`config.mk`:
```
export PLATFORM = sky130hd
export DESIGN_NAME = msrs_lane
export DESIGN_NICKNAME = d
export VERILOG_FILES = /design/src/hw/rtl/msrs_pkg.sv /design/src/hw/rtl/msrs_ram.sv /design/src/hw/rtl/msrs_lane.sv
export SDC_FILE = /design/constraint.sdc
export NUM_CORES = 2
export LEC_CHECK = 0
export ABC_AREA = 1
export BUFFER_PORTS_ARGS = -buffer_cell sky130_fd_sc_hd__buf_2
export CAP_MARGIN = 20
export CORE_MARGIN = 4
export CORE_UTILIZATION = 30
export DETAILED_ROUTE_END_ITERATION = 10
export HOLD_SLACK_MARGIN = 0.1
export PLACE_DENSITY_LB_ADDON = 0.2
export SLEW_MARGIN = 10
export SYNTH_ARGS = -nofsm -noshare
export SYNTH_HDL_FRONTEND = slang
export SYNTH_SLANG_ARGS = --single-unit
export TNS_END_PERCENT = 30
```
`constraint.sdc`:
```
create_clock -name clk -period 15.88 [get_ports clk]
set_input_delay 0.794 -clock clk [delete_from_list [all_inputs] [get_ports clk]]
set_output_delay 0.794 -clock clk [all_outputs]
set_load 0.01 [all_outputs]
```
`src/hw/rtl/msrs_pkg.sv`:
```
// Shared types, codes and compare functions for the multi-key sorted range search.
package msrs_pkg;

    // Default sizing of the row table.
    localparam int DEF_ROWS = 64;
    localparam int DEF_KEYS = 4;

    // Key columns carried by one input item.
    localparam int INPUT_COLS = 4;

    // Width of row indexes, bounds and counts.
    localparam int IW = 7;

    // Column type codes.
    localparam logic [2:0] TYPE_S32 = 3'd0;
    localparam logic [2:0] TYPE_S64 = 3'd1;
    localparam logic [2:0] TYPE_U32 = 3'd2;
    localparam logic [2:0] TYPE_F32 = 3'd3;
    localparam logic [2:0] TYPE_F64 = 3'd4;
    localparam logic [2:0] TYPE_TID = 3'd5;

    // Compare result codes.
    localparam logic [1:0] CMP_LT = 2'd0;
    localparam logic [1:0] CMP_EQ = 2'd1;
    localparam logic [1:0] CMP_GT = 2'd2;
    localparam logic [1:0] CMP_UN = 2'd3;

    // Column flag codes.
    localparam logic [1:0] FLAG_COMPARE = 2'd0;

    // Configuration register indexes.
    localparam logic [1:0] CFG_NUM_KEYS  = 2'd0;
    localparam logic [1:0] CFG_COL_TYPES = 2'd1;
    localparam logic [1:0] CFG_DESC_MASK = 2'd2;

    typedef logic [1:0] cmp_t;

    // Unsigned three-way compare.
    function automatic cmp_t ucmp(logic [63:0] a, logic [63:0] b);
        cmp_t r;
        if (a < b) r = CMP_LT;
        else if (a > b) r = CMP_GT;
        else r = CMP_EQ;
        return r;
    endfunction

    // IEEE compare on raw bits; NaN is unordered, both zeros are equal.
    function automatic cmp_t float_cmp(logic [63:0] a_in, logic [63:0] b_in, logic is64);
        logic [63:0] all;
        logic [63:0] sgn;
        logic [63:0] expm;
        logic [63:0] absm;
        logic [63:0] a;
        logic [63:0] b;
        logic [63:0] ka;
        logic [63:0] kb;
        cmp_t r;
        all  = is64 ? 64'hFFFF_FFFF_FFFF_FFFF : 64'h0000_0000_FFFF_FFFF;
        sgn  = is64 ? 64'h8000_0000_0000_0000 : 64'h0000_0000_8000_0000;
        expm = is64 ? 64'h7FF0_0000_0000_0000 : 64'h0000_0000_7F80_0000;
        absm = all & ~sgn;
        a = a_in & all;
        b = b_in & all;
        if ((a & absm) > expm || (b & absm) > expm) begin
            r = CMP_UN;
        end
        else begin
            if ((a & absm) == 64'd0) a = 64'd0;
            if ((b & absm) == 64'd0) b = 64'd0;
            ka = ((a & sgn) != 64'd0) ? (~a & all) : (a | sgn);
            kb = ((b & sgn) != 64'd0) ? (~b & all) : (b | sgn);
            r = ucmp(ka, kb);
        end
        return r;
    endfunction

    // Compare a stored value against a key for one column type.
    function automatic cmp_t col_cmp(logic [2:0] ctype, logic [63:0] v, logic [63:0] k);
        cmp_t r;
        case (ctype)
            TYPE_S32: r = ucmp({32'd0, v[31:0] ^ 32'h8000_0000},
                               {32'd0, k[31:0] ^ 32'h8000_0000});
            TYPE_S64: r = ucmp(v ^ 64'h8000_0000_0000_0000, k ^ 64'h8000_0000_0000_0000);
            TYPE_U32: r = ucmp({32'd0, v[31:0]}, {32'd0, k[31:0]});
            TYPE_F32: r = float_cmp(v, k, 1'b0);
            TYPE_F64: r = float_cmp(v, k, 1'b1);
            TYPE_TID: r = ucmp({16'd0, v[47:0]}, {16'd0, k[47:0]});
            default:  r = ucmp(v, k);
        endcase
        return r;
    endfunction

endpackage

```
`src/hw/rtl/msrs_ram.sv`:
```
// Generic single-write, single-read RAM with registered read data.
module msrs_ram
#(
    parameter int WIDTH = 64,
    parameter int DEPTH = 64
)
(
    input  logic                     clk,
    input  logic                     we,
    input  logic [$clog2(DEPTH)-1:0] waddr,
    input  logic [WIDTH-1:0]         wdata,
    input  logic                     re,
    input  logic [$clog2(DEPTH)-1:0] raddr,
    output logic [WIDTH-1:0]         rdata
);

    logic [WIDTH-1:0] mem [DEPTH];

    // Write port and registered read port.
    always_ff @(posedge clk)
    begin
        if (we)
        begin
            mem[waddr] <= wdata;
        end
        if (re)
        begin
            rdata <= mem[raddr];
        end
    end

endmodule

```
`src/hw/rtl/msrs_lane.sv`:
```
// One key column lane: column storage and the typed comparator.
module msrs_lane
    import msrs_pkg::*;
#(
    parameter int ROWS = DEF_ROWS
)
(
    input  logic                    clk,
    input  logic                    we,
    input  logic [$clog2(ROWS)-1:0] waddr,
    input  logic [63:0]             wdata,
    input  logic                    re,
    input  logic [$clog2(ROWS)-1:0] raddr,
    input  logic [2:0]              ctype,
    input  logic [63:0]             key,
    output cmp_t                    cmp
);

    logic [63:0] rdata;

    // Column storage, one row per entry.
    msrs_ram #(.WIDTH(64), .DEPTH(ROWS)) u_ram
    (
        .clk   (clk),
        .we    (we),
        .waddr (waddr),
        .wdata (wdata),
        .re    (re),
        .raddr (raddr),
        .rdata (rdata)
    );

    // Compare the row just read against the search key.
    assign cmp = col_cmp(ctype, rdata, key);

endmodule

```
# Yosys cells after proc, flatten, opt, wreduce, memory -nomap -nowiden

Memory sizes are Yosys's and may differ from the RTL's. A register that Yosys moved wholly into a read port is not among the register bits.
Cells that the tools add are included.

Reductions and logical operators: 7
Mux-type cells: 35
Equality and inequality tests: 5
$lt $le $gt $ge: 18
Bitwise gates (word level): 8

Operators with widths:

| kind                 | number |
|---|---|
| $mux 64              | 14 |
| $gt 64x64->1         | 4 |
| $logic_not 64->1     | 4 |
| $lt 64x64->1         | 4 |
| $not 64->64          | 2 |
| $gt 63x63->1 const B | 2 |
| $gt 32x32->1         | 2 |
| $lt 32x32->1         | 2 |
| $mux 32              | 2 |
| $not 32->32          | 2 |
| $gt 31x31->1 const B | 2 |
| $gt 48x48->1         | 1 |
| $lt 48x48->1         | 1 |
| $mux 2               | 16 |
| $pmux 2 s6           | 1 |
| $eq 3x2->1 const B   | 2 |
| $eq 3x3->1 const B   | 2 |
| $not 1->1            | 4 |
| $eq 3x1->1 const B   | 1 |
| $logic_not 3->1      | 1 |
| $logic_or 1x1->1     | 2 |
| $mux 1               | 2 |

RAM bits: 4096
Register bits: 0
Output and inout port bits: 2
Memories: 1

Memory list:

| memory    | words | width | rd ports | clocked after memory_dff | wr ports | RTL line       | text |
|---|---|---|---|---|---|---|---|
| u_ram.mem | 64    | 64    | 1        | 1                        | 1        | msrs_ram.sv:17 | `logic [WIDTH-1:0] mem [DEPTH];` |

# Longest topological paths before layout

Word-level depth: 11
Depth in mapped cells: 26

# Modules after synthesis

From an unflattened synthesis, not the netlist that was laid out.

Cell total of the unflattened synthesis: 14547
Area total of the unflattened synthesis: 172663.1 µm²

By module, submodules not included:

| module    | cells each | area each (µm²) | seq. area each (µm²) | times used |
|---|---|---|---|---|
| msrs_ram  | 13405      | 165946.7        | 124919.8             | 1 |
| msrs_lane | 1142       | 6716.4          | 0.0                  | 1 |

# Worst setup path after synthesis

No wires, ideal clock.

Path kind: input port to flip-flop
Start point: input we
End point: memory u_ram.mem[48][0] (enable)
Data required time: 15.234 ns
Buffers on the path: 1
Data arrival time: 7.430 ns
Setup slack: 7.804 ns
Stages on the path: 3
Cell sequence: clkbuf_1 > nand4_1 > nor4_1

Word-level cells in the longest chain between the ends: 2

Ends and longest elaborated chain:

| what                         | RTL line       | text |
|---|---|---|
| from (decl)                  | msrs_lane.sv:9 | `input logic we,` |
| $mux 1                       | msrs_ram.sv:22 | `if (we)` |
| $mux 1 (implied by the code) | msrs_ram.sv:24 | `mem[waddr] <= wdata;` |
| to (decl)                    | msrs_ram.sv:17 |  |

No other way between the ends.

# Worst setup path in the final report

Start point: register u_ram.rdata[6] (read register of u_ram.mem)
End point: output cmp[0]

Word-level cells in the longest chain between the ends: 11

Ends and longest elaborated chain:

| what                                       | RTL line        | text |
|---|---|---|
| from (decl)                                | msrs_ram.sv:14  | `output logic [WIDTH-1:0] rdata` |
| $logic_not 64->1                           | msrs_pkg.sv:68  | `if ((a & absm) == 64'd0) a = 64'd0;` |
| $mux 64 or $mux 32 (tied branches)         | msrs_pkg.sv:68  |  |
| $mux 64                                    | msrs_pkg.sv:64  | `if ((a & absm) > expm \|\| (b & absm) > expm) begin` |
| $mux 64                                    | msrs_pkg.sv:80  | `case (ctype)` |
| $not 64->64 or $not 32->32 (tied branches) | msrs_pkg.sv:70  | `ka = ((a & sgn) != 64'd0) ? (~a & all) : (a \| sgn);` |
| $mux 64                                    | msrs_pkg.sv:70  |  |
| $gt 64x64->1                               | msrs_pkg.sv:42  | `else if (a > b) r = CMP_GT;` |
| $mux 2                                     | msrs_pkg.sv:42  |  |
| $mux 2                                     | msrs_pkg.sv:41  | `if (a < b) r = CMP_LT;` |
| $mux 2                                     | msrs_pkg.sv:64  |  |
| $pmux 2 s6 *                               | msrs_pkg.sv:80  |  |
| to (decl)                                  | msrs_lane.sv:16 | `output cmp_t cmp` |

Mark *: on every way between the ends. The rest lies on a longest branch, timed or not. The select of a mux whose other input is x is not followed.

==> metrics.log <==
[metrics] status: completed
[metrics] r2r worst-path depth: 6
[metrics] worst setup path startpoint: u_ram.rdata[6]
[metrics] total DRC errors in the routed layout: 0
[metrics] startpoint type of the worst setup path: flip-flop
[metrics] pin count of the biggest net entering global routing: 209
[metrics] Critical Path End Type: output pin
[metrics] f_max: between 150 and 200 MHz
[metrics] worst-case headroom to the max-slew limit: 16.5%
[metrics] drt first-iter violations: 13400
[metrics] average wire per cell in the routed design: 30.0 um
[metrics] Synth Instances: 13000
[metrics] Synth Cell Area: 168000 sq um
[metrics] Syn-to-layout area delta: 14.3%
[metrics] final core utilization: 34.4%
[metrics] slowest cell on the critical path: edfxtp_1
[metrics] total CTS buffers: 444
[metrics] number of endpoints failing setup at the final stage: 0
[metrics] Rows: 274
[metrics] num ports: 148
[metrics] buffers inserted during post-CTS setup optimization: 0
[metrics] data arrival time of the worst path: 5.75 ns
[metrics] number of vias in the routed layout: between 100k and 150k
[metrics] clock latency of the later-clocked register in the worst-skew pair: 1.00 ns
[metrics] via count of the first global-routing pass: approximately 100k
[metrics] horizontal extent of the die: 756 um
[metrics] Clk Tree Root Cell: clkbuf_16
[metrics] starting density of the core: 30.1%
[metrics] WHS Path Cells: 1
[metrics] number of antenna violations at the first check in global routing: between 60 and 70
[metrics] proportion of synthesized flip-flops having asynchronous set or reset: 0%
[metrics] worst hold path class: in2reg
[metrics] largest incremental delay on the critical path: 0.82 ns
[metrics] HPWL after detailed placement: between 200000 and 300000 um
[metrics] CTS H-Tree Depth: 5
[metrics] CTS tree: built
[metrics] wire length of the first global-routing pass: 854000 um
[metrics] setup slack of the worst register-to-register path: 13.33 ns
[metrics] height of the die: 756 um
[metrics] Main synth FF type: edfxtp_1
[metrics] Leak Pwr: 59.9 nW
[metrics] net count after synthesis: 13300
[metrics] worst flop-to-flop path endpoint: u_ram.rdata[35]
[metrics] portion of the post-synthesis area used by sequential elements: approximately three quarters
[metrics] buffers added on ports: around 150
[metrics] yosys warns: 0
[metrics] Vias per Instance: between 5 and 6
[metrics] combined global-route utilization of all metal layers: between 20% and 30%
[metrics] flip-flop and latch count after synthesis: about 4200
[metrics] Worst Setup Path Type: reg2out
[metrics] DIE AREA: 571000 sq um
[metrics] post-cts repair resize count: 0
[metrics] Yosys cell types: 40
[metrics] GPL Wtd Cong: roughly 0.77
[metrics] Top delay family on crit path: simple AND/OR/NAND/NOR gates
[metrics] Reg-to-Reg Start: u_ram.mem[54][35]
[metrics] number of nets at the end of the flow: 13200
[metrics] Clock Sinks: approximately 4200
[metrics] critical path fanouts, max: 25
[metrics] Max Cap Violations: 0
[metrics] gr ovfl total: 0
[metrics] overall routed net length: 622000 um
[metrics] Core Footprint: 557000 sq um
[metrics] crit path buf inv count: 2
[metrics] Final Critical Period: 6.54 ns
[metrics] endpoint of the worst hold-timing path: u_ram.mem[49][24]
[metrics] DRT antenna net count: 0
[metrics] worst-margin pin slew: 1.25 ns
[metrics] Most common cell on crit path: nand2_1
[metrics] Post-synth EDFFs: ~4200
[metrics] Pins Over Slew Limit: 0
[metrics] final total negative setup slack: 0 ns
[metrics] cells along the critical path: nor2_1 > nand2_1 > nor2_1 > nand2_1 > nor2_2 > nand2_1 > nand2_2 > buf_4 > xnor2_1 > ha_1 > nand4_1 > nor3_1 > nor4b_1 > nand3_1 > nand3_1 > nand2_1 > nand2_1 > nand2_1 > a21oi_2 > buf_2
[metrics] share of layout cells above drive strength 1: approximately 8.4%
[metrics] fill cell count: roughly 55000
[metrics] cts hold-fix bufs: 0
[metrics] clock tree buffer depth: 4
[metrics] Avg Synthesized Cell Area: around 13 sq um
[metrics] endpoints failing hold: 0
[metrics] hold path startpoint: wdata[24]
[metrics] post-route clock skew: 0.0368 ns
[metrics] clock transition at the registers of the reported paths: around 0.06 ns
[metrics] Pwr Density: 124 nW/um^2
[metrics] period utilization: 41.2%
[metrics] maximum VDD drop: 103 uV
[metrics] required arrival time at the worst endpoint: 15.09 ns
[metrics] count of TritonRoute iterations in the first routing pass: 7
[metrics] RSZ-0062 raised after global routing: no
==> flip-flops by register name, indices dropped and copies added (netlist names) <==
register / cells
u_ram.mem: 4096
u_ram.rdata: 64
==> cells by family after synthesis <==
logic type                 count (synthesis)  synth area share (%)
buffers and inverters                   1060                  2.64
adders and majority gates                161                  1.20
AOI/OAI and AO/OA                       4200                  13.7
and+or+nand+nor                         3322                  7.60
DFF                                     4160                  74.5
xor gates and xnor gates                  69                 0.360
==> cell type report <==
class	count	area, sq um	area share (%)
well taps	7452	9320	4.87
flip-flops and latches	4160	125000	65.2
diodes	12	30.0	0.0157
clock buffers	566	11700	6.09
repair buffers	440	4140	2.16
multi-input cells	7752	39000	20.4
clock inverters	243	1950	1.02
inverters	132	547	0.285
==> stage by stage <==
| stage | hold slack [ns] | std cells | area (sq um) | total power, mW | setup WS [ns] |
|---|---|---|---|---|---|
| after floorplan | 0.855 | 13000 | 168000 | 13.3 | 7.80 |
| after global placement | 0.958 | 19900 | 177000 | 14.1 | 9.17 |
| after detailed placement | 0.940 | 19900 | 177000 | 14.1 | 9.23 |
| after CTS | 0.276 | 20700 | 191000 | 24.0 | 9.26 |
| after global routing | 0.117 | 20700 | 192000 | 24.6 | 8.95 |
| final | 0.147 | 20800 | 192000 | 23.9 | 9.34 |
==> synthesized netlist by cell type, drive strengths merged (2+ instances only) <==
cell type / count / area [sq um]
o21a: 7 / 52.6
a21boi: 2 / 15.0
ha: 161 / 2010
nor4b: 2 / 17.5
nor4: 18 / 113
nor2: 2994 / 11200
xor2: 42 / 368
o211ai: 2 / 15.0
a31oi: 2 / 12.5
nand3: 34 / 170
clkbuf: 640 / 2400
o32ai: 88 / 771
nor3: 21 / 105
clkinv: 4 / 16.3
nand4: 45 / 288
buf: 288 / 1540
xnor2: 27 / 236
nand3b: 3 / 22.5
edfxtp: 4160 / 125000
o22ai: 1256 / 7860
inv: 128 / 480
a21oi: 144 / 728
o21ai: 2688 / 13500
nand2: 204 / 771
o221ai: 5 / 43.8
a211oi: 3 / 22.5
==> routing by layer <==
layer | vias up | wire length [um] | GRT usage (%)
met4 | 24 | 13900 | 4.34
met5 | - | 149 | 0
met2 | 4436 | 284000 | 33.3
li1 | 48600 | - | -
met1 | 59400 | 280000 | 30.5
met3 | 798 | 43900 | 2.66
==> placed cells by master, fill, tap and decap left out, types with 140 or more instances in the layout <==
cell type / instances
nand2_1: 201
nor2_1: 2932
edfxtp_1: 4160
o21ai_0: 2582
o22ai_1: 1247
clkbuf_16: 449
ha_1: 161
buf_4: 205
buf_2: 140
a21oi_1: 142
==> how the worst max path moves through the flow <==
stage	to	cells after the start
6_report	cmp[0]	20
5_1_grt	cmp[1]	24
4_1_cts	cmp[0]	20
3_5_place_dp	u_ram.rdata[4]	14
3_3_place_gp	u_ram.rdata[4]	14
2_1_floorplan	u_ram.mem[48][0]	3
==> where the power goes <==
group	internal, mW	switching (mW)
combinational	0.435	1.18
sequential	12.2	0.0633
clock	5.62	4.37
Power figures use the tool's default switching activity.
